## config.mk

```make
export PLATFORM = sky130hd
export DESIGN_NAME = mail_header_sniffer
export DESIGN_NICKNAME = d
export VERILOG_FILES = /design/src/mhs_pkg.sv /design/src/mhs_apb.sv /design/src/mhs_step.sv /design/src/mail_header_sniffer.sv
export SDC_FILE = /design/constraint.sdc
export NUM_CORES = 1
export LEC_CHECK = 0
export ABC_AREA = 1
export CAP_MARGIN = 20
export CORE_ASPECT_RATIO = 1.25
export CORE_MARGIN = 1.5
export CORE_UTILIZATION = 60
export CTS_CLUSTER_DIAMETER = 150
export DETAILED_ROUTE_END_ITERATION = 8
export DONT_BUFFER_PORTS = 1
export PLACE_DENSITY = 0.75
export SLEW_MARGIN = 20
export SYNTH_ARGS = -nofsm -noshare
export SYNTH_HDL_FRONTEND = slang
export SYNTH_HIERARCHICAL = 1
export SYNTH_SLANG_ARGS = --single-unit
```

## constraint.sdc

```tcl
create_clock -name clk -period 4.3 [get_ports clk]
set_input_delay 0.645 -clock clk [delete_from_list [all_inputs] [get_ports clk]]
set_output_delay 0.645 -clock clk [all_outputs]
set_load 0.005 [all_outputs]
```

## src/mhs_pkg.sv

```systemverilog
// ----------------------------------------------------------------------------
// Mail header sniffer package
// Shared types, character codes and prefix tables for the header sniffer.
// ----------------------------------------------------------------------------
package mhs_pkg;

	// Register map.
	localparam int unsigned ADDR_BITS = 3;
	localparam int unsigned LIMIT_BITS = 10;
	localparam logic [LIMIT_BITS-1:0] SCAN_LIMIT_RESET = 10'd80;

	// Junk line rules.
	localparam int unsigned MSG_MIN_LEN = 14;
	localparam int unsigned MSG_PREFIX_LEN = 9;
	localparam int unsigned FROM_MIN_LEN = 6;
	localparam int unsigned FROM_PREFIX_LEN = 5;

	// Character codes.
	localparam logic [7:0] CH_LF = 8'h0A;
	localparam logic [7:0] CH_SPACE = 8'h20;
	localparam logic [7:0] CH_RPAREN = 8'h29;
	localparam logic [7:0] CH_DASH = 8'h2D;
	localparam logic [7:0] CH_COLON = 8'h3A;

	// Header scan states.
	localparam logic [1:0] SCAN_START = 2'd0;
	localparam logic [1:0] SCAN_NAME = 2'd1;
	localparam logic [1:0] SCAN_COLON = 2'd2;
	localparam logic [1:0] SCAN_DONE = 2'd3;

	// Message phases.
	localparam logic PH_FIRST = 1'b0;
	localparam logic PH_AFTER = 1'b1;

	// One input item.
	typedef struct packed {
		logic [7:0] data_byte;
		logic       end_of_stream;
	} item_t;

	// One result item, with its valid flag.
	typedef struct packed {
		logic        valid;
		logic        header_found;
		logic [15:0] discard_length;
	} result_t;

	// Characters of the "(Message " prefix.
	function automatic logic [7:0] msg_prefix_char(input logic [3:0] idx);
		logic [7:0] c;
		unique case (idx)
			4'd0: c = 8'h28;
			4'd1: c = 8'h4D;
			4'd2: c = 8'h65;
			4'd3: c = 8'h73;
			4'd4: c = 8'h73;
			4'd5: c = 8'h61;
			4'd6: c = 8'h67;
			4'd7: c = 8'h65;
			default: c = CH_SPACE;
		endcase
		return c;
	endfunction

	// Characters of the "From " prefix.
	function automatic logic [7:0] from_prefix_char(input logic [2:0] idx);
		logic [7:0] c;
		unique case (idx)
			3'd0: c = 8'h46;
			3'd1: c = 8'h72;
			3'd2: c = 8'h6F;
			3'd3: c = 8'h6D;
			default: c = CH_SPACE;
		endcase
		return c;
	endfunction

endpackage

```

## src/mhs_apb.sv

```systemverilog
// ----------------------------------------------------------------------------
// Sniffer configuration port
// APB-style register block holding the header scan limit.
// ----------------------------------------------------------------------------
module mhs_apb (
	input  logic                             clk,
	input  logic                             arst_n,
	input  logic                             psel,
	input  logic                             penable,
	input  logic                             pwrite,
	input  logic [mhs_pkg::ADDR_BITS-1:0]   paddr,
	input  logic [31:0]                      pwdata,
	output logic [31:0]                      prdata,
	output logic                             pready,
	output logic [mhs_pkg::LIMIT_BITS-1:0]  scan_limit
);
	import mhs_pkg::*;

	logic [LIMIT_BITS-1:0] scan_limit_q;
	logic                  limit_sel;

	// Only one word is implemented; it answers at every address with the top bit clear (0 to 3).
	assign limit_sel = (paddr[ADDR_BITS-1] == 1'b0);

	// Scan limit register.
	always_ff @(posedge clk or negedge arst_n) begin
		if (!arst_n) begin
			scan_limit_q <= SCAN_LIMIT_RESET;
		end else if (psel && penable && pwrite && limit_sel) begin
			scan_limit_q <= pwdata[LIMIT_BITS-1:0];
		end
	end

	// Read data and ready.
	assign prdata = limit_sel ? {{(32-LIMIT_BITS){1'b0}}, scan_limit_q} : 32'd0;
	assign pready = 1'b1;
	assign scan_limit = scan_limit_q;

endmodule

```

## src/mhs_step.sv

```systemverilog
// ----------------------------------------------------------------------------
// Sniffer step logic
// Message state registers and the per-byte update that decides the result.
// ----------------------------------------------------------------------------
module mhs_step #(
	parameter int unsigned LENGTH_BITS = 16
) (
	input  logic                             clk,
	input  logic                             arst_n,
	input  logic                             step_en,
	input  mhs_pkg::item_t                   item,
	input  logic [mhs_pkg::LIMIT_BITS-1:0]  scan_limit,
	output mhs_pkg::result_t                 result
);
	import mhs_pkg::*;

	localparam int unsigned WW = (LENGTH_BITS > 16) ? LENGTH_BITS : 16;

	typedef struct packed {
		logic [1:0]            state;
		logic [LIMIT_BITS-1:0] count;
		logic                  done;
		logic                  hdr;
		logic                  other;
	} scan_t;

	// One step of the header scan over a byte.
	function automatic scan_t scan_step(input logic [1:0] st,
		input logic [LIMIT_BITS-1:0] cnt, input logic done, input logic hdr,
		input logic [7:0] b, input logic [LIMIT_BITS-1:0] lim);
		scan_t r;
		logic  is_alpha;
		logic  is_digit;
		r.state = st;
		r.count = cnt;
		r.done = done;
		r.hdr = hdr;
		r.other = 1'b0;
		is_alpha = ((b >= 8'h61) && (b <= 8'h7A)) || ((b >= 8'h41) && (b <= 8'h5A));
		is_digit = ((b >= 8'h30) && (b <= 8'h39)) || (b == CH_DASH);
		if (!done) begin
			if (cnt >= lim) begin
				r.done = 1'b1;
				r.hdr = 1'b0;
			end else begin
				r.count = cnt + 1'b1;
				priority if (is_alpha) begin
					r.state = (st == SCAN_START || st == SCAN_NAME) ? SCAN_NAME : SCAN_DONE;
				end else if (is_digit) begin
					r.state = (st == SCAN_NAME) ? SCAN_NAME : SCAN_DONE;
				end else if (b == CH_COLON) begin
					r.state = (st == SCAN_NAME) ? SCAN_COLON : SCAN_DONE;
				end else if (b == CH_SPACE) begin
					r.hdr = (st == SCAN_COLON);
					r.state = SCAN_DONE;
				end else begin
					r.state = SCAN_DONE;
					r.other = 1'b1;
				end
				if (r.state == SCAN_DONE || r.count >= lim) begin
					r.done = 1'b1;
				end
			end
		end
		return r;
	endfunction

	logic                   phase_q, phase_d;
	logic [LENGTH_BITS-1:0] len_q, len_d;
	logic [1:0]             flags_q, flags_d;
	logic [7:0]             lb0_q, lb0_d, lb1_q, lb1_d;
	logic [1:0]             scan_st_q, scan_st_d;
	logic [LIMIT_BITS-1:0]  scan_cnt_q, scan_cnt_d;
	logic                   done_q, done_d, hdr_q, hdr_d;
	logic                   decided_q, decided_d;

	scan_t                  sc;
	logic [LENGTH_BITS-1:0] len_inc;
	logic [WW-1:0]          len_cur_w, len_inc_w, len_sc_w;
	logic [WW-1:0]          sat_cur, sat_inc, sat_sc;
	logic                   junk_eos, junk_lf;
	logic [1:0]             flags_n;
	logic [7:0]             b;

	// Saturating length and its clamped 16-bit views.
	assign len_inc = (len_q == {LENGTH_BITS{1'b1}}) ? len_q : len_q + 1'b1;
	assign len_cur_w = WW'(len_q);
	assign len_inc_w = WW'(len_inc);
	assign sat_cur = (len_cur_w > WW'(16'hFFFF)) ? WW'(16'hFFFF) : len_cur_w;
	assign sat_inc = (len_inc_w > WW'(16'hFFFF)) ? WW'(16'hFFFF) : len_inc_w;
	assign len_sc_w = sc.other ? '0 : len_cur_w;
	assign sat_sc = (len_sc_w > WW'(16'hFFFF)) ? WW'(16'hFFFF) : len_sc_w;

	assign b = item.data_byte;
	assign sc = scan_step(scan_st_q, scan_cnt_q, done_q, hdr_q, b, scan_limit);

	// Prefix match flags after this byte.
	always_comb begin
		flags_n = flags_q;
		if (len_cur_w < WW'(MSG_PREFIX_LEN) && b != msg_prefix_char(len_q[3:0])) begin
			flags_n[0] = 1'b0;
		end
		if (len_cur_w < WW'(FROM_PREFIX_LEN) && b != from_prefix_char(len_q[2:0])) begin
			flags_n[1] = 1'b0;
		end
	end

	// Junk line tests at end of stream and at the first newline.
	assign junk_eos = (len_cur_w >= WW'(MSG_MIN_LEN) && flags_q[0] && lb1_q == CH_RPAREN)
		|| (len_cur_w >= WW'(FROM_MIN_LEN) && flags_q[1]);
	assign junk_lf = (len_inc_w >= WW'(MSG_MIN_LEN) && flags_n[0] && lb0_q == CH_RPAREN)
		|| (len_inc_w >= WW'(FROM_MIN_LEN) && flags_n[1]);

	// Next state and result for the item in the input register.
	always_comb begin
		phase_d = phase_q;
		len_d = len_q;
		flags_d = flags_q;
		lb0_d = lb0_q;
		lb1_d = lb1_q;
		scan_st_d = scan_st_q;
		scan_cnt_d = scan_cnt_q;
		done_d = done_q;
		hdr_d = hdr_q;
		decided_d = decided_q;
		result = '0;
		if (item.end_of_stream) begin
			if (!decided_q) begin
				result.valid = 1'b1;
				if (phase_q == PH_FIRST) begin
					result.header_found = junk_eos ? 1'b0 : hdr_q;
					result.discard_length = junk_eos ? sat_cur[15:0] : 16'd0;
				end else begin
					result.header_found = hdr_q;
					result.discard_length = sat_cur[15:0];
				end
			end
			phase_d = PH_FIRST;
			len_d = '0;
			flags_d = 2'b11;
			lb0_d = 8'd0;
			lb1_d = 8'd0;
			scan_st_d = SCAN_START;
			scan_cnt_d = '0;
			done_d = 1'b0;
			hdr_d = 1'b0;
			decided_d = 1'b0;
		end else if (!decided_q) begin
			scan_st_d = sc.state;
			scan_cnt_d = sc.count;
			done_d = sc.done;
			hdr_d = sc.hdr;
			if (phase_q == PH_FIRST) begin
				flags_d = flags_n;
				len_d = len_inc;
				lb1_d = lb0_q;
				lb0_d = b;
				if (b == CH_LF) begin
					if (!junk_lf) begin
						result.valid = 1'b1;
						result.header_found = sc.hdr;
					end else begin
						// Junk line closed: restart the scan after it.
						phase_d = PH_AFTER;
						scan_st_d = SCAN_START;
						done_d = 1'b0;
						hdr_d = 1'b0;
						scan_cnt_d = len_inc_w[LIMIT_BITS-1:0];
						if (len_inc_w >= WW'(scan_limit)) begin
							result.valid = 1'b1;
							result.discard_length = sat_inc[15:0];
						end
					end
				end else if (flags_n == 2'b00 && sc.done) begin
					result.valid = 1'b1;
					result.header_found = sc.hdr;
				end
			end else begin
				len_d = len_sc_w[LENGTH_BITS-1:0];
				if (sc.done) begin
					result.valid = 1'b1;
					result.header_found = sc.hdr;
					result.discard_length = sat_sc[15:0];
				end
			end
			if (result.valid) begin
				decided_d = 1'b1;
			end
		end
	end

	// Message state registers.
	always_ff @(posedge clk or negedge arst_n) begin
		if (!arst_n) begin
			phase_q <= PH_FIRST;
			len_q <= '0;
			flags_q <= 2'b11;
			lb0_q <= 8'd0;
			lb1_q <= 8'd0;
			scan_st_q <= SCAN_START;
			scan_cnt_q <= '0;
			done_q <= 1'b0;
			hdr_q <= 1'b0;
			decided_q <= 1'b0;
		end else if (step_en) begin
			phase_q <= phase_d;
			len_q <= len_d;
			flags_q <= flags_d;
			lb0_q <= lb0_d;
			lb1_q <= lb1_d;
			scan_st_q <= scan_st_d;
			scan_cnt_q <= scan_cnt_d;
			done_q <= done_d;
			hdr_q <= hdr_d;
			decided_q <= decided_d;
		end
	end

	// Once decided, only end of stream may change anything, and it gives no result.
	a_no_result_after_decision: assert property (@(posedge clk) disable iff (!arst_n)
		decided_q |-> !result.valid)
		else $error("result produced after the message was decided");

	// A pending junk line is always long enough to be one.
	a_junk_length: assert property (@(posedge clk) disable iff (!arst_n)
		(phase_q == PH_AFTER && !decided_q) |-> (len_cur_w >= WW'(FROM_MIN_LEN)))
		else $error("after-junk phase with a short line length");

	// A header is only reported by a finished scan.
	a_hdr_done: assert property (@(posedge clk) disable iff (!arst_n)
		hdr_q |-> done_q)
		else $error("header flag set while the scan is still running");

endmodule

```

## src/mail_header_sniffer.sv

```systemverilog
// ----------------------------------------------------------------------------
// Mail header sniffer
// Decides whether a message starts with a header line and how long a
// leading mailer junk line is.
// ----------------------------------------------------------------------------
//   Channel   Handshake                     Payload
//   item      item_valid / item_ready       data_byte, end_of_stream
//   result    result_valid / result_ready   header_found, discard_length
//   config    psel, penable, pwrite, pready paddr, pwdata, prdata
//
// One item is taken per cycle while no result is held waiting; the byte update
// is one pass of logic between the input register and the result register, so
// the result register is loaded by the edge that moves its item on from the input
// register. While a result waits, the input register can take one item and then
// stalls until the result is taken. Reset empties both registers, rearms the
// message state and sets the scan limit to 80. No clearing pass follows reset.
// ----------------------------------------------------------------------------
module mail_header_sniffer #(
	parameter int unsigned LENGTH_BITS = 16
) (
	input  logic                           clk,
	input  logic                           arst_n,
	input  logic                           psel,
	input  logic                           penable,
	input  logic                           pwrite,
	input  logic [mhs_pkg::ADDR_BITS-1:0] paddr,
	input  logic [31:0]                    pwdata,
	output logic [31:0]                    prdata,
	output logic                           pready,
	input  logic                           item_valid,
	output logic                           item_ready,
	input  logic [7:0]                     data_byte,
	input  logic                           end_of_stream,
	output logic                           result_valid,
	input  logic                           result_ready,
	output logic                           header_found,
	output logic [15:0]                    discard_length
);
	import mhs_pkg::*;

	logic                  valid_s1;
	item_t                 item_s1;
	logic                  fire;
	logic [LIMIT_BITS-1:0] scan_limit;
	result_t               step_res;
	logic                  result_valid_q;
	logic                  header_found_q;
	logic [15:0]           discard_length_q;

	mhs_apb u_apb (
		.clk        (clk),
		.arst_n     (arst_n),
		.psel       (psel),
		.penable    (penable),
		.pwrite     (pwrite),
		.paddr      (paddr),
		.pwdata     (pwdata),
		.prdata     (prdata),
		.pready     (pready),
		.scan_limit (scan_limit)
	);

	// The held item moves on when the result register is free or emptying.
	assign fire = valid_s1 && (!result_valid_q || result_ready);
	assign item_ready = !valid_s1 || fire;

	// Input register.
	always_ff @(posedge clk or negedge arst_n) begin
		if (!arst_n) begin
			valid_s1 <= 1'b0;
		end else if (item_ready) begin
			valid_s1 <= item_valid;
		end
	end

	always_ff @(posedge clk) begin
		if (item_ready && item_valid) begin
			item_s1.data_byte <= data_byte;
			item_s1.end_of_stream <= end_of_stream;
		end
	end

	mhs_step #(
		.LENGTH_BITS (LENGTH_BITS)
	) u_step (
		.clk        (clk),
		.arst_n     (arst_n),
		.step_en    (fire),
		.item       (item_s1),
		.scan_limit (scan_limit),
		.result     (step_res)
	);

	// Result register.
	always_ff @(posedge clk or negedge arst_n) begin
		if (!arst_n) begin
			result_valid_q <= 1'b0;
		end else if (fire && step_res.valid) begin
			result_valid_q <= 1'b1;
		end else if (result_ready) begin
			result_valid_q <= 1'b0;
		end
	end

	always_ff @(posedge clk) begin
		if (fire && step_res.valid) begin
			header_found_q <= step_res.header_found;
			discard_length_q <= step_res.discard_length;
		end
	end

	assign result_valid = result_valid_q;
	assign header_found = header_found_q;
	assign discard_length = discard_length_q;

	// A waiting result is never overwritten.
	a_no_overwrite: assert property (@(posedge clk) disable iff (!arst_n)
		(result_valid_q && !result_ready) |-> !fire)
		else $error("result register overwritten while stalled");

	// An empty input register always takes the next item.
	a_ready_when_empty: assert property (@(posedge clk) disable iff (!arst_n)
		!valid_s1 |-> item_ready)
		else $error("input register empty but not ready");

	// A stalled held item stays in place.
	a_hold_item: assert property (@(posedge clk) disable iff (!arst_n)
		(valid_s1 && !fire) |=> (valid_s1 && $stable(item_s1)))
		else $error("held item lost while stalled");

endmodule

```

; Yosys cells after proc, flatten, opt, wreduce, memory -nomap -nowiden
; Memories as Yosys holds them, arrays and structs flattened.
; Cells that the tools add are included.
[word_totals]
word_cells = 177
romBits = 56
memories = 1
output_inout_bits = 52
register_bits = 88
[memory_table]
columns = memory, depth, width, read_ports, rd_ports_with_merged_regs, wr, line_no
row1 = (name not given), 8, 7, 1, 0, 0, mhs_pkg.sv:51  ; unique case (idx)
[classes]
eq_ne = 17
mux = 87
reduce_logical = 34
addsub = 2
n_lt_le_gt_ge = 18
bitwise = 1
[op_table]
columns = cell, n
row1 = 16-bit two-way mux, 12
row2 = 18-bit two-way mux, 7
row3 = 10-bit two-way mux, 6
row4 = 8-bit two-way mux, 7
row5 = "16-bit greater-than comparator, second input constant", 3
row6 = 2-bit two-way mux, 21
row7 = "8-bit by 6-bit equality test with 1-bit output, second input constant", 5
row8 = "16-bit by 3-bit greater-or-equal comparator with 1-bit output, second input constant", 2
row9 = "16-bit by 4-bit greater-or-equal comparator with 1-bit output, second input constant", 2
row10 = 1-bit two-way mux, 30
row11 = 7-bit case mux with 4 select lines, 1
row12 = 10-bit greater-or-equal comparator, 2
row13 = 1-bit logical AND, 18
row14 = 17-bit two-way mux, 1
row15 = "16-bit by 1-bit adder with 16-bit output, second input constant", 1
row16 = "16-bit equality test, second input constant", 1
row17 = 16-bit by 10-bit greater-or-equal comparator with 1-bit output, 1
row18 = "8-bit by 7-bit greater-or-equal comparator with 1-bit output, second input constant", 2
row19 = "8-bit by 7-bit less-or-equal comparator with 1-bit output, second input constant", 2
row20 = "16-bit by 3-bit < comparator with 1-bit output, second input constant", 1
row21 = "16-bit by 4-bit < comparator with 1-bit output, second input constant", 1
row22 = 15-bit two-way mux, 1
row23 = 12-bit two-way mux, 1
row24 = "10-bit by 1-bit adder with 10-bit output, second input constant", 1
row25 = other kinds (18), 30

; Logic depth before layout (Yosys ltp)
; Gate-level depths: netlist (run 1).
[depth]
ltp_word = 23
ltp_mapped = 23
mapped_depth_nobuf = 22

; Cells and area by module
; The synthesis (run 1) kept the hierarchy.
[modules_own_cells]
columns = mod, seq_area_each_um2, instances, cells_per_inst, area_per_inst_um2
row1 = mhs_step, 1253.7, 1, 787, 4921.0
row2 = mail_header_sniffer, 830.8, 1, 41, 887.1
row3 = mhs_apb, 252.7, 1, 93, 680.7

; Least setup slack after synthesis (run 1)
; OpenSTA, ideal clock, no wires.
[synth_path]
path_kind = reg2reg
startpoint = register u_step.scan_cnt_q[2]
endpoint = register discard_length_q[0] (netlist: discard_length[0]), enable pin
required_ps = 3909
setup_time_ps = 391
path_buffers = 0
slack_ps = 561
arrival_ps = 3348
path_stages_with_launch = 21
cell_sequence = dfrtp_1 > inv_1 > nor3_1 > nand3_1 > nor2_1 > nand3_1 > xor2_1 > inv_1 > ha_1 > nand2_1 > nor2_1 > o211ai_1 > nand3_1 > nor2_1 > nand3_1 > nand3_1 > a21oi_1 > nand2_1 > a21oi_1 > inv_1 > nor2_1
[synth_rtl]
columns = item, line_no
row1 = from (decl), mhs_step.sv:73  ; logic [LIMIT_BITS-1:0] scan_cnt_q, scan_cnt_d;
row2 = from (signal assigned), mhs_step.sv:212  ; scan_cnt_q <= scan_cnt_d;
row3 = to (signal assigned), mail_header_sniffer.sv:108  ; discard_length_q <= step_res.discard_length;
row4 = to (decl), mail_header_sniffer.sv:48  ; logic [15:0] discard_length_q;

==> results.json, run 1 <==
{
  "synth_cell_type_count": 43,
  "fin_total_pwr_mw": 2.915,
  "cp_slowest_cell": "dfrtp_1",
  "htreeDepth": 3,
  "cts_root_buf": "clkbuf_16",
  "dp_cells": 1027,
  "cts_buffers": 9,
  "start_util_pct": 61.43,
  "rsz0062_at_grt": "no",
  "dp_hpwl_microns": 12910,
  "tightest_slew_ns": 0.7958,
  "die_x_microns": 96.02,
  "overflow": 0,
  "rows": 42,
  "power_density_nw_per_um2": 429.4,
  "top_layer": "met4",
  "status": "complete, no violations",
  "worstSetupEndpointType": "register",
  "wl_met1_microns": 7154,
  "crit_arrival_ns": 3.88,
  "yosysWarnings": 6,
  "grt_max_degree": 59,
  "via_per_inst": 5.762,
  "cts_tree": "done",
  "critPathMaxFanout": 12,
  "vias": 6016,
  "clock_path_buffers": 2,
  "synthesis.area_sq_um": 6489,
  "clk_pin_slew_ns": 0.07,
  "worst-setup-path-type": "reg -> reg",
  "max-cap-violations": 0,
  "clock.fmax_mhz": 263.9,
  "synthCells": 921,
  "postCtsSetupRepairBufs": 0,
  "clk_latency_ns": 0.34,
  "totalWireLength_microns": 17320,
  "r2r-start": "u_step/scan_cnt_q[0]",
  "ys_ff_latch": 88,
  "critPathLaunchType": "register",
  "ant_nets": 0,
  "ys_dominant_reg_cell": "dfrtp_1",
  "peakVddDrop_uv": 209.5,
  "syn2layout_area_growth_pct": 4.609,
  "finalHoldViolations": 0,
  "drt-initial-drc-count": 559,
  "pin_count": 103,
  "async_reset_ff_share_pct": 70.45,
  "yosysSeqAreaShare_pct": 36.02,
  "place_congestion": 0.9191,
  "grt_antenna_before_repair": 0,
  "placed_cell_area_sq_um": 6466,
  "io_buffers": 0,
  "p_leak_nw": 3.460,
  "fin_area_sq_um": 6788,
  "crit_path_max_incr_delay_ns": 0.41,
  "dieArea_sq_um": 11450,
  "dr_wl_met2_microns": 8472,
  "antenna_cells": 0,
  "rrSetupSlack_ns": 0.51,
  "met3_length_microns": 1215,
  "cts_sinks": 88,
  "grt_pass1_wl_microns": 27370,
  "reg2reg_to": "discard_length[8]",
  "grt_pass1_vias": 5480,
  "slew_headroom_pct": 46.46,
  "drt-wirelength-per-cell_microns": 16.59,
  "hold_class": "in -> async",
  "r2r.worst_path.cells": 22,
  "crit_chain": "ha_1 -> nand2_1 -> nor2_1 -> inv_1 -> nor2_1 -> inv_1 -> nor3_1 -> xor2_1 -> inv_1 -> ha_1 -> nand2_1 -> nor2_1 -> o211ai_1 -> nand3_1 -> nor2_1 -> nand3_1 -> nor2_1 -> nor2_1 -> nand2_1 -> inv_1 -> nand3_1 -> nand2_1",
  "coreArea_sq_um": 10560,
  "synth-edff-count": 26,
  "min_period_ns": 3.789,
  "finalNonFillerCells": 1044,
  "fin_crit_sh_pct": 88.12,
  "dr.pass1.iters": 5,
  "drive_gt1_share_pct": 7.127,
  "drv_slew": 0,
  "route.detailed.drc": 0,
  "cp_data_required_time_ns": 4.39,
  "fin_skew_ns": 0.009899,
  "die_height_microns": 119.3,
  "cp_common_cell": "nor2_1",
  "pre_cts_slack_ns": 0.4753,
  "setup_tns_ns": 0,
  "grt_use_total_pct": 31.12,
  "layout.nets": 993,
  "avgSynthCellArea_sq_um": 7.045,
  "setup_viol": 0,
  "fin_ws_ns": 0.5109
}
## worst max path at each step
stage,startpoint,to,slack (ns),cells after the start
floorplan,u_step/scan_cnt_q[2],discard_length[0],0.56,20
finish,u_step/scan_cnt_q[0],discard_length[8],0.51,22
global placement,u_step/scan_cnt_q[2],discard_length[10],0.55,19
detailed placement,u_step/scan_cnt_q[2],discard_length[10],0.48,19
CTS,u_step/scan_cnt_q[2],discard_length[7],0.42,19
global route,u_step/scan_cnt_q[0],discard_length[8],0.13,23
## Yosys cell counts (11+ instances only)
cell / instances / area, sq um
nand2_1: 231 / 867.1
inv_1: 117 / 439.2
nand3_1: 92 / 460.4
nor2_1: 89 / 334.1
dfrtp_1: 58 / 1451
o21ai_0: 54 / 270.3
a21oi_1: 51 / 255.2
ha_1: 35 / 437.9
edfxtp_1: 26 / 780.8
buf_4: 25 / 187.7
clkbuf_1: 20 / 75.07
nand4_1: 16 / 100.1
xor2_1: 12 / 105.1
nand2_2: 11 / 68.82
## metrics by stage
| step | hold slack (ns) | util (%) |
|---|---|---|
| floorplan | 0.3494 | - |
| global placement | 0.3516 | 61.22 |
| detailed placement | 0.3519 | 61.22 |
| CTS | 0.1277 | 64.19 |
| global route | 0.1196 | 64.26 |
| finish | 0.1338 | 64.26 |
## worst max-delay path, delay by kind of cell (launching register included)
family          cells  cell delay (ns)
flops               1             0.41
simple gates       14             1.83
fa+ha+maj           2             0.49
buf+inv             4             0.52
compound gates      1             0.09
xor+xnor            1             0.17
## flip-flops by register name, summed over array words and instances, names as in the netlist
name               count
header_found           1
u_step/hdr_q           1
result_valid           1
discard_length        16
u_step/scan_st_q       2
u_step/scan_cnt_q     10
valid_s1               1
u_step/lb0_q           8
u_step/decided_q       1
item_s1                9
u_step/flags_q         2
u_step/done_q          1
u_step/lb1_q           8
u_step/len_cur_w      16
u_apb/scan_limit      10
u_step/phase_q         1
## final cells by class
type | count | area [sq um]
inverters | 122 | 457.9
repair buffers | 11 | 102.6
multi-input cells | 675 | 3438
well taps | 132 | 165.2
clock inverters | 7 | 61.31
fillers | 947 | 3775
clock buffers | 9 | 225.2
flip-flops and latches | 88 | 2337
## per-layer routing
metal / vias up / GRT usage [%]
li1: 2927 / -
met1: 2809 / 40.64
met2: 247 / 50.22
met3: 33 / 5.492
met4: 0 / 12.59
met5: - / 0
## power by group
part | internal [mW] | total, mW | switching, mW
logic | 0.284 | 0.962 | 0.679
clock network | 0.403 | 0.768 | 0.365
registers | 1.05 | 1.18 | 0.132
## placed cells by master (no fill, tap or decap), types with 3 or more instances in the layout
cell and count:
nand2_1 231, o21ai_0 54, a21oi_1 51, dfrtp_1 58
dfstp_2 4, xor2_1 12, nand4_1 16, a31oi_1 4
o21ai_1 4, buf_4 10, o211ai_1 5, ha_1 35
nor4_1 6, nor2_2 6, o31ai_1 5, conb_1 23
nand3_1 92, nor3_1 5, inv_6 3, inv_1 117
clkbuf_16 9, nand2_2 11, o22ai_1 6, edfxtp_1 26
nor2_1 88, inv_2 4
## kinds of logic after synthesis
| family | after synthesis | synth area share (%) |
|---|---|---|
| AO/OA/AOI/OAI | 141 | 12.17 |
| XOR/XNOR | 12 | 1.620 |
| AND/OR/NAND/NOR | 464 | 31.01 |
| buffers and inverters | 179 | 12.32 |
| adder cells (fa/ha/maj) | 35 | 6.749 |
| other | 2 | 0.1157 |
| flip-flops | 88 | 36.02 |
## timing repair
item / CTS / global route
hold endpoints to repair: 58 / 0
setup endpoints to repair: 0 / 15
hold buffers: 1 / 0
gates resized for setup: 0 / 1
(Power assumes the default switching activity.)
==> run 2: changes to the inputs <==
--- a/config.mk
+++ b/config.mk
@@ -6,7 +6,7 @@
 export NUM_CORES = 1
 export LEC_CHECK = 0
 export ABC_AREA = 1
-export CAP_MARGIN = 20
+export CAP_MARGIN = 5
 export CORE_ASPECT_RATIO = 1.25
 export CORE_MARGIN = 1.5
 export CORE_UTILIZATION = 60
==> constraint.sdc (replaced) <==
create_clock -name clk -period 3.5 [get_ports clk]
set_input_delay 0.525 -clock clk [delete_from_list [all_inputs] [get_ports clk]]
set_output_delay 0.525 -clock clk [all_outputs]
set_load 0.005 [all_outputs]
==> run 2 against run 1 <==
Compared with the run above:
- via count rose by 3.7%
- setup slack got worse by 0.48 ns
- clock-buffer cell count did not move
- clock power rose by 22%
- register-to-register slack got worse by 0.48 ns
- total power rose by 30%
- clock skew rose by 0.0017 ns
==> results.json, run 2 (synthesis results as in run 1) <==
{
  "overflow": 0,
  "setup_viol": 0,
  "worst-setup-path-type": "reg -> reg",
  "cts_tree": "done",
  "peakVddDrop_uv": 293.1,
  "setup_tns_ns": 0,
  "io_buffers": 0,
  "cp_common_cell": "inv_1",
  "grt_pass1_vias": 5784,
  "slew_headroom_pct": 27.55,
  "fin_area_sq_um": 7149,
  "coreArea_sq_um": 10560,
  "cts_root_buf": "clkbuf_16",
  "grt_use_total_pct": 32.50,
  "clock.fmax_mhz": 288.3,
  "hold_class": "in -> async",
  "critPathLaunchType": "register",
  "grt_max_degree": 59,
  "totalWireLength_microns": 18200,
  "drt-initial-drc-count": 606,
  "cp_data_required_time_ns": 3.56,
  "min_period_ns": 3.469,
  "dieArea_sq_um": 11450,
  "antenna_cells": 0,
  "die_x_microns": 96.02,
  "route.detailed.drc": 0,
  "tightest_slew_ns": 1.083,
  "grt_antenna_before_repair": 0,
  "fin_crit_sh_pct": 99.11,
  "crit_path_max_incr_delay_ns": 0.39,
  "status": "complete, no violations",
  "critPathMaxFanout": 8,
  "pin_count": 103,
  "clk_pin_slew_ns": 0.07,
  "pre_cts_slack_ns": -0.1373,
  "place_congestion": 0.9615,
  "vias": 6240,
  "cts_sinks": 88,
  "start_util_pct": 61.43,
  "drv_slew": 0,
  "clk_latency_ns": 0.35,
  "grt_pass1_wl_microns": 28470,
  "finalHoldViolations": 0,
  "drt-wirelength-per-cell_microns": 16.98,
  "p_leak_nw": 3.624,
  "final_common_cell": "nand2_1",
  "syn2layout_area_growth_pct": 10.18,
  "dp_hpwl_microns": 13220,
  "rrSetupSlack_ns": 0.03,
  "worstSetupEndpointType": "register",
  "placed_cell_area_sq_um": 6631,
  "cts_buffers": 9,
  "max-cap-violations": 0,
  "crit_chain": "ha_2 -> nand2_2 -> nor2_1 -> inv_1 -> nor2_2 -> inv_2 -> nor3_2 -> xor2_1 -> inv_1 -> ha_1 -> nand2_2 -> nor2_4 -> o211ai_1 -> nand3_1 -> nor2_2 -> nand3_4 -> nand3_2 -> a21oi_2 -> nand2_1 -> a21oi_1 -> inv_1 -> nor2_4 -> clkbuf_16",
  "power_density_nw_per_um2": 530.8,
  "holdWs_ns": 0.02470,
  "drive_gt1_share_pct": 12.23,
  "layout.nets": 1021,
  "fin_skew_ns": 0.01159,
  "layout_common_cells": "227 x nand2_1, 115 x inv_1, 89 x nand3_1, 80 x nor2_1, 58 x dfrtp_1",
  "rows": 42,
  "crit_arrival_ns": 3.53,
  "fin_ws_ns": 0.03118,
  "fill_cells": 939,
  "dr.pass1.iters": 6,
  "ant_nets": 0,
  "rsz0062_at_grt": "yes",
  "via_per_inst": 5.821,
  "cp_slowest_cell": "dfrtp_1",
  "die_height_microns": 119.3,
  "clock_path_buffers": 2,
  "htreeDepth": 3
}
run 2: cell count changes in the layout (fill, tap and decap cells not counted), moves of 3 or more:
cell        before  now
nand2_2         11   15
nor2_2           6    9
clkinvlp_4       2    5
buf_4           10   34
nor2_4           2    7
nand3_1         92   89
nor2_1          88   80
nand2_1        231  227
run 2: critical path, delay by kind of cell, from the launching register on:
family | cells | cell delay, ns
AND/OR/NAND/NOR | 12 | 1.21
adder cells (fa/ha/maj) | 2 | 0.51
flip-flops | 1 | 0.39
buffers and inverters | 5 | 0.50
XOR/XNOR | 1 | 0.15
AO/OA/AOI/OAI | 3 | 0.42
run 2: layout make-up:
cell class              count  area [sq um]  area share (%)
inverters                 122         461.7           6.458
repair inverters            1         7.507          0.1050
clock buffers               9         225.2           3.150
multi-input cells         675          3550           49.65
clock inverters             7         65.06          0.9100
flip-flops and latches     88          2337           32.69
repair buffers             38         337.8           4.725
well taps                 132         165.2           2.310
run 2: per-layer routing:
metal | wire (microns) | global-route usage (%) | share of wire (%) | vias up
met5 | 0 | 0 | 0 | -
met4 | 724 | 15.07 | 4.0 | 0
met3 | 1291 | 6.641 | 7.1 | 60
met2 | 9128 | 52.73 | 50 | 282
met1 | 7060 | 40.70 | 39 | 2911
li1 | - | - | - | 2987
run 2: what timing repair did:
item                                    4_1_cts  5_1_grt
setup buffers                                 0        5
cloned                                        0        2
hold buffers                                  1        1
resized for setup                             3       30
endpoints found under the hold margin        58        1
endpoints found under the setup margin       21       35
pin swaps                                     1       11
run 2: stage by stage:
stage	std cells	util, %	total power, mW
floorplan	942	-	2.292
global placement	1047	62.78	2.671
detailed placement	1047	62.78	2.716
CTS	1064	65.92	3.678
global route	1072	67.69	4.031
finish	1072	67.69	3.795
run 2: worst paths after layout:
| kind | to | startpoint | cells past startpoint |
|---|---|---|---|
| setup / recovery | discard_length[1] | u_step/scan_cnt_q[0] | 23 |
| hold / removal | u_apb/scan_limit[6] | arst_n | 0 |
| setup reg to reg | discard_length[1] | u_step/scan_cnt_q[0] | 23 |
| hold reg to reg | u_apb/scan_limit[4] | u_apb/scan_limit[4] | 2 |
| max in group asynchronous | u_apb/scan_limit[4] | arst_n | 1 |
| min in group clk | item_s1[2] | data_byte[1] | 0 |
run 2: power by group:
group	switching [mW]	total, mW	internal [mW]
Sequential	0.151	1.45	1.29
Combinational	0.944	1.41	0.467
Clock	0.446	0.939	0.494
==> run 3: changes to the inputs <==
--- a/config.mk
+++ b/config.mk
@@ -5,7 +5,6 @@
 export SDC_FILE = /design/constraint.sdc
 export NUM_CORES = 1
 export LEC_CHECK = 0
-export ABC_AREA = 1
 export CAP_MARGIN = 5
 export CORE_ASPECT_RATIO = 1.25
 export CORE_MARGIN = 1.5
==> run 3 against run 2 <==
Compared with the run above:
- the flow now finishes with violations (setup timing)
- combinational power grew 4%
- clock-buffer cell count grew 1
- utilization grew 7.9 points
- setup slack lost 0.17 ns
- sequential power is essentially flat
- clock power grew 30%
- register-to-register slack lost 0.17 ns
- flip-flop and latch count is the same
- via count shrank 11%
- maximum frequency shrank 4.7%
- wire length is essentially flat
- global-route usage grew 1.0 points
- critical path type unchanged
- highest routed layer unchanged
==> results.json, run 3 <==
{
  "status": "finished, violations left",
  "violations": "setup timing",
  "vias": 5541,
  "cts_root_buf": "clkbuf_16",
  "intPower_mw": 2.775,
  "synth-edff-count": 26,
  "fill_cells": 665,
  "drv_slew": 0,
  "synth_cell_type_count": 77,
  "yosysSeqAreaShare_pct": 38.26,
  "antenna_cells": 0,
  "peakVddDrop_uv": 328.9,
  "clock_path_buffers": 2,
  "rrSetupSlack_ns": -0.14,
  "cts_sinks": 88,
  "rsz0062_at_grt": "yes",
  "reg2reg_to": "discard_length[13]",
  "die_height_microns": 115.8,
  "synth_commonest_cells": "58 x dfrtp_1, 52 x nand2_1, 39 x nor2_1, 37 x a21oi_1, 37 x o21ai_0",
  "setup_tns_ns": -2.329,
  "power_switching_share_pct": 33.35,
  "crit_chain": "and3_4 -> and3_4 -> xor2_1 -> ha_1 -> a21o_1 -> a2111oi_4 -> a21oi_2 -> nor4_4 -> buf_4 -> o21ai_2 -> o22ai_2 -> a21oi_2 -> nand2_2 -> nor2b_4 -> buf_12 -> buf_16",
  "fin_ws_ns": -0.1406,
  "cts_buffers": 9,
  "die_x_microns": 93.25,
  "power_switching_mw": 1.389,
  "synthesis.area_sq_um": 6108,
  "cp_slowest_cell": "a2111oi_4",
  "pin_count": 103,
  "layout_common_cells": "91 x buf_4, 57 x dfrtp_1, 51 x nand2_1, 36 x nor2_1, 35 x inv_1",
  "ys_ff_latch": 88,
  "totalWireLength_microns": 18210,
  "worst-setup-path-type": "reg -> reg",
  "avgSynthCellArea_sq_um": 9.397,
  "r2r-start": "u_step/scan_cnt_q[0]",
  "synth_top_cell_area_share_pct": 23.76,
  "worstSetupEndpointType": "register",
  "max-cap-violations": 0,
  "final_common_cell": "buf_4",
  "setup_viol": 18,
  "placed_cell_area_sq_um": 6658,
  "p_leak_nw": 3.398,
  "critPathMaxFanout": 8,
  "grt_pass1_vias": 5292,
  "fin_area_sq_um": 7561,
  "htreeDepth": 3,
  "dr.pass1.iters": 6,
  "p_clk_share_pct": 29.4,
  "dp_cells": 820,
  "finalHoldViolations": 0,
  "synthCells": 650,
  "slew_headroom_pct": 53.23,
  "coreArea_sq_um": 10000,
  "clk_pin_slew_ns": 0.06,
  "overflow": 0,
  "drt-wirelength-per-cell_microns": 21.32,
  "io_buffers": 0,
  "yosys.cell_count.top_type": "dfrtp_1",
  "ant_nets": 0,
  "cp_data_required_time_ns": 3.61,
  "clk_latency_ns": 0.34,
  "ys_dominant_reg_cell": "dfrtp_1",
  "grt_max_degree": 59,
  "crit_path_max_incr_delay_ns": 0.46,
  "p_comb_share_pct": 35.2,
  "clock.fmax_mhz": 274.7,
  "tightest_slew_ns": 0.7015,
  "min_period_ns": 3.641,
  "cts_tree": "done",
  "route.detailed.drc": 0,
  "yosysWarnings": 6,
  "dieArea_sq_um": 10800,
  "place_congestion": 0.9536,
  "grt_use_total_pct": 33.50,
  "r2r.worst_path.cells": 16,
  "rows": 41,
  "fin_crit_sh_pct": 104.0,
  "finalNonFillerCells": 854,
  "drt-initial-drc-count": 450,
  "pwr-share-seq_pct": 35.3,
  "critPathLaunchType": "register",
  "via_per_inst": 6.488,
  "synth_top_area_cell": "dfrtp_1",
  "crit_arrival_ns": 3.75,
  "grt_antenna_before_repair": 0,
  "syn2layout_area_growth_pct": 23.78,
  "grt_pass1_wl_microns": 27410,
  "async_reset_ff_share_pct": 70.45,
  "drive_gt1_share_pct": 26.90,
  "start_util_pct": 61.06,
  "hold_class": "in -> async",
  "layout.nets": 806,
  "dp_hpwl_microns": 12400,
  "synth_area_leaders": "dfrtp_1 24%, edfxtp_1 13%, ha_1 7.2%, nand2_1 3.2%, buf_4 3.1%",
  "power_density_nw_per_um2": 550.8,
  "fin_skew_ns": 0.008765
}
run 3: changes by cell type in the layout (fill, tap and decap cells not counted), sizes merged, moves of 11 or more:
cell	previous run	this run
a22o	1	20
nand3	94	21
a21oi	51	37
inv	122	37
buf	36	101
mux2	0	11
nor2	96	39
nand2	243	54
o21ai	61	38
xnor2	0	12
nor2b	0	13
run 3: power groups by stage:
stage | clock network, mW | logic [mW] | registers (mW)
floorplan | 0 | 0.836 | 1.42
global placement | 0 | 1.16 | 1.47
detailed placement | 0 | 1.19 | 1.49
CTS | 1.23 | 1.35 | 1.47
global route | 1.27 | 1.59 | 1.49
finish | 1.22 | 1.47 | 1.47
run 3: stage by stage:
step	power (mW)	setup slack [ns]	utilization, %	hold slack (ns)
finish	4.164	-0.1406	75.58	0.02288
CTS	4.051	-0.01037	73.43	0.01199
global route	4.350	-0.1861	75.58	0.01279
floorplan	2.258	0.004414	-	0.2294
global placement	2.638	-0.09620	66.55	0.2306
detailed placement	2.681	-0.1693	66.55	0.2309
run 3: logic make-up after synthesis:
family	synth area share, %
muxes	3.462
AOI/OAI and AO/OA	19.54
and+or+nand+nor	18.87
buffers and inverters	8.398
adders and majority gates	7.169
DFF	38.26
xor gates and xnor gates	4.179
other	0.1229
run 3: worst max path at each step:
stage	startpoint	to	slack, ns	cells after the start
2_1_floorplan	u_step/len_cur_w[0]	discard_length[0]	0.004	17
3_3_place_gp	u_step/len_cur_w[1]	discard_length[0]	-0.1	17
3_5_place_dp	u_step/scan_cnt_q[0]	discard_length[0]	-0.17	15
4_1_cts	u_step/scan_cnt_q[0]	discard_length[2]	-0.01	14
5_1_grt	u_step/scan_cnt_q[1]	header_found	-0.19	16
6_report	u_step/scan_cnt_q[0]	discard_length[13]	-0.14	16
run 3: critical path, delay by kind of cell, from the launching register on:
kind	cells	cell delay, ns
compound gates	6	1.22
xor+xnor	1	0.14
fa+ha+maj	1	0.33
buf+inv	3	0.45
flops	1	0.39
simple gates	5	0.89
run 3: layer usage:
metal,wire length (microns),vias to the layer above,track usage (%)
li1,-,2475,-
met1,6905,2710,38.33
met2,9121,280,58.45
met3,1137,76,5.512
met4,1045,0,20.10
met5,0,-,0
run 3: what timing repair did:
action                                  in CTS  in global routing
gates cloned                                 1                  0
hold buffers                                 1                  0
buffers inserted                             6                 10
pin swaps                                   13                  7
endpoints found under the hold margin       58                  0
resized for setup                           39                 27
endpoints found under the setup margin      36                 51
run 3: layout make-up:
cell class              count  area [sq um]  area share (%)
clock buffers              10         250.2           3.310
clock inverters             6         136.4           1.804
inverters                  36         135.1           1.787
multi-input cells         484          3690           48.80
flip-flops and latches     88          2338           30.93
well taps                 129         161.4           2.135
repair buffers            101         849.6           11.24
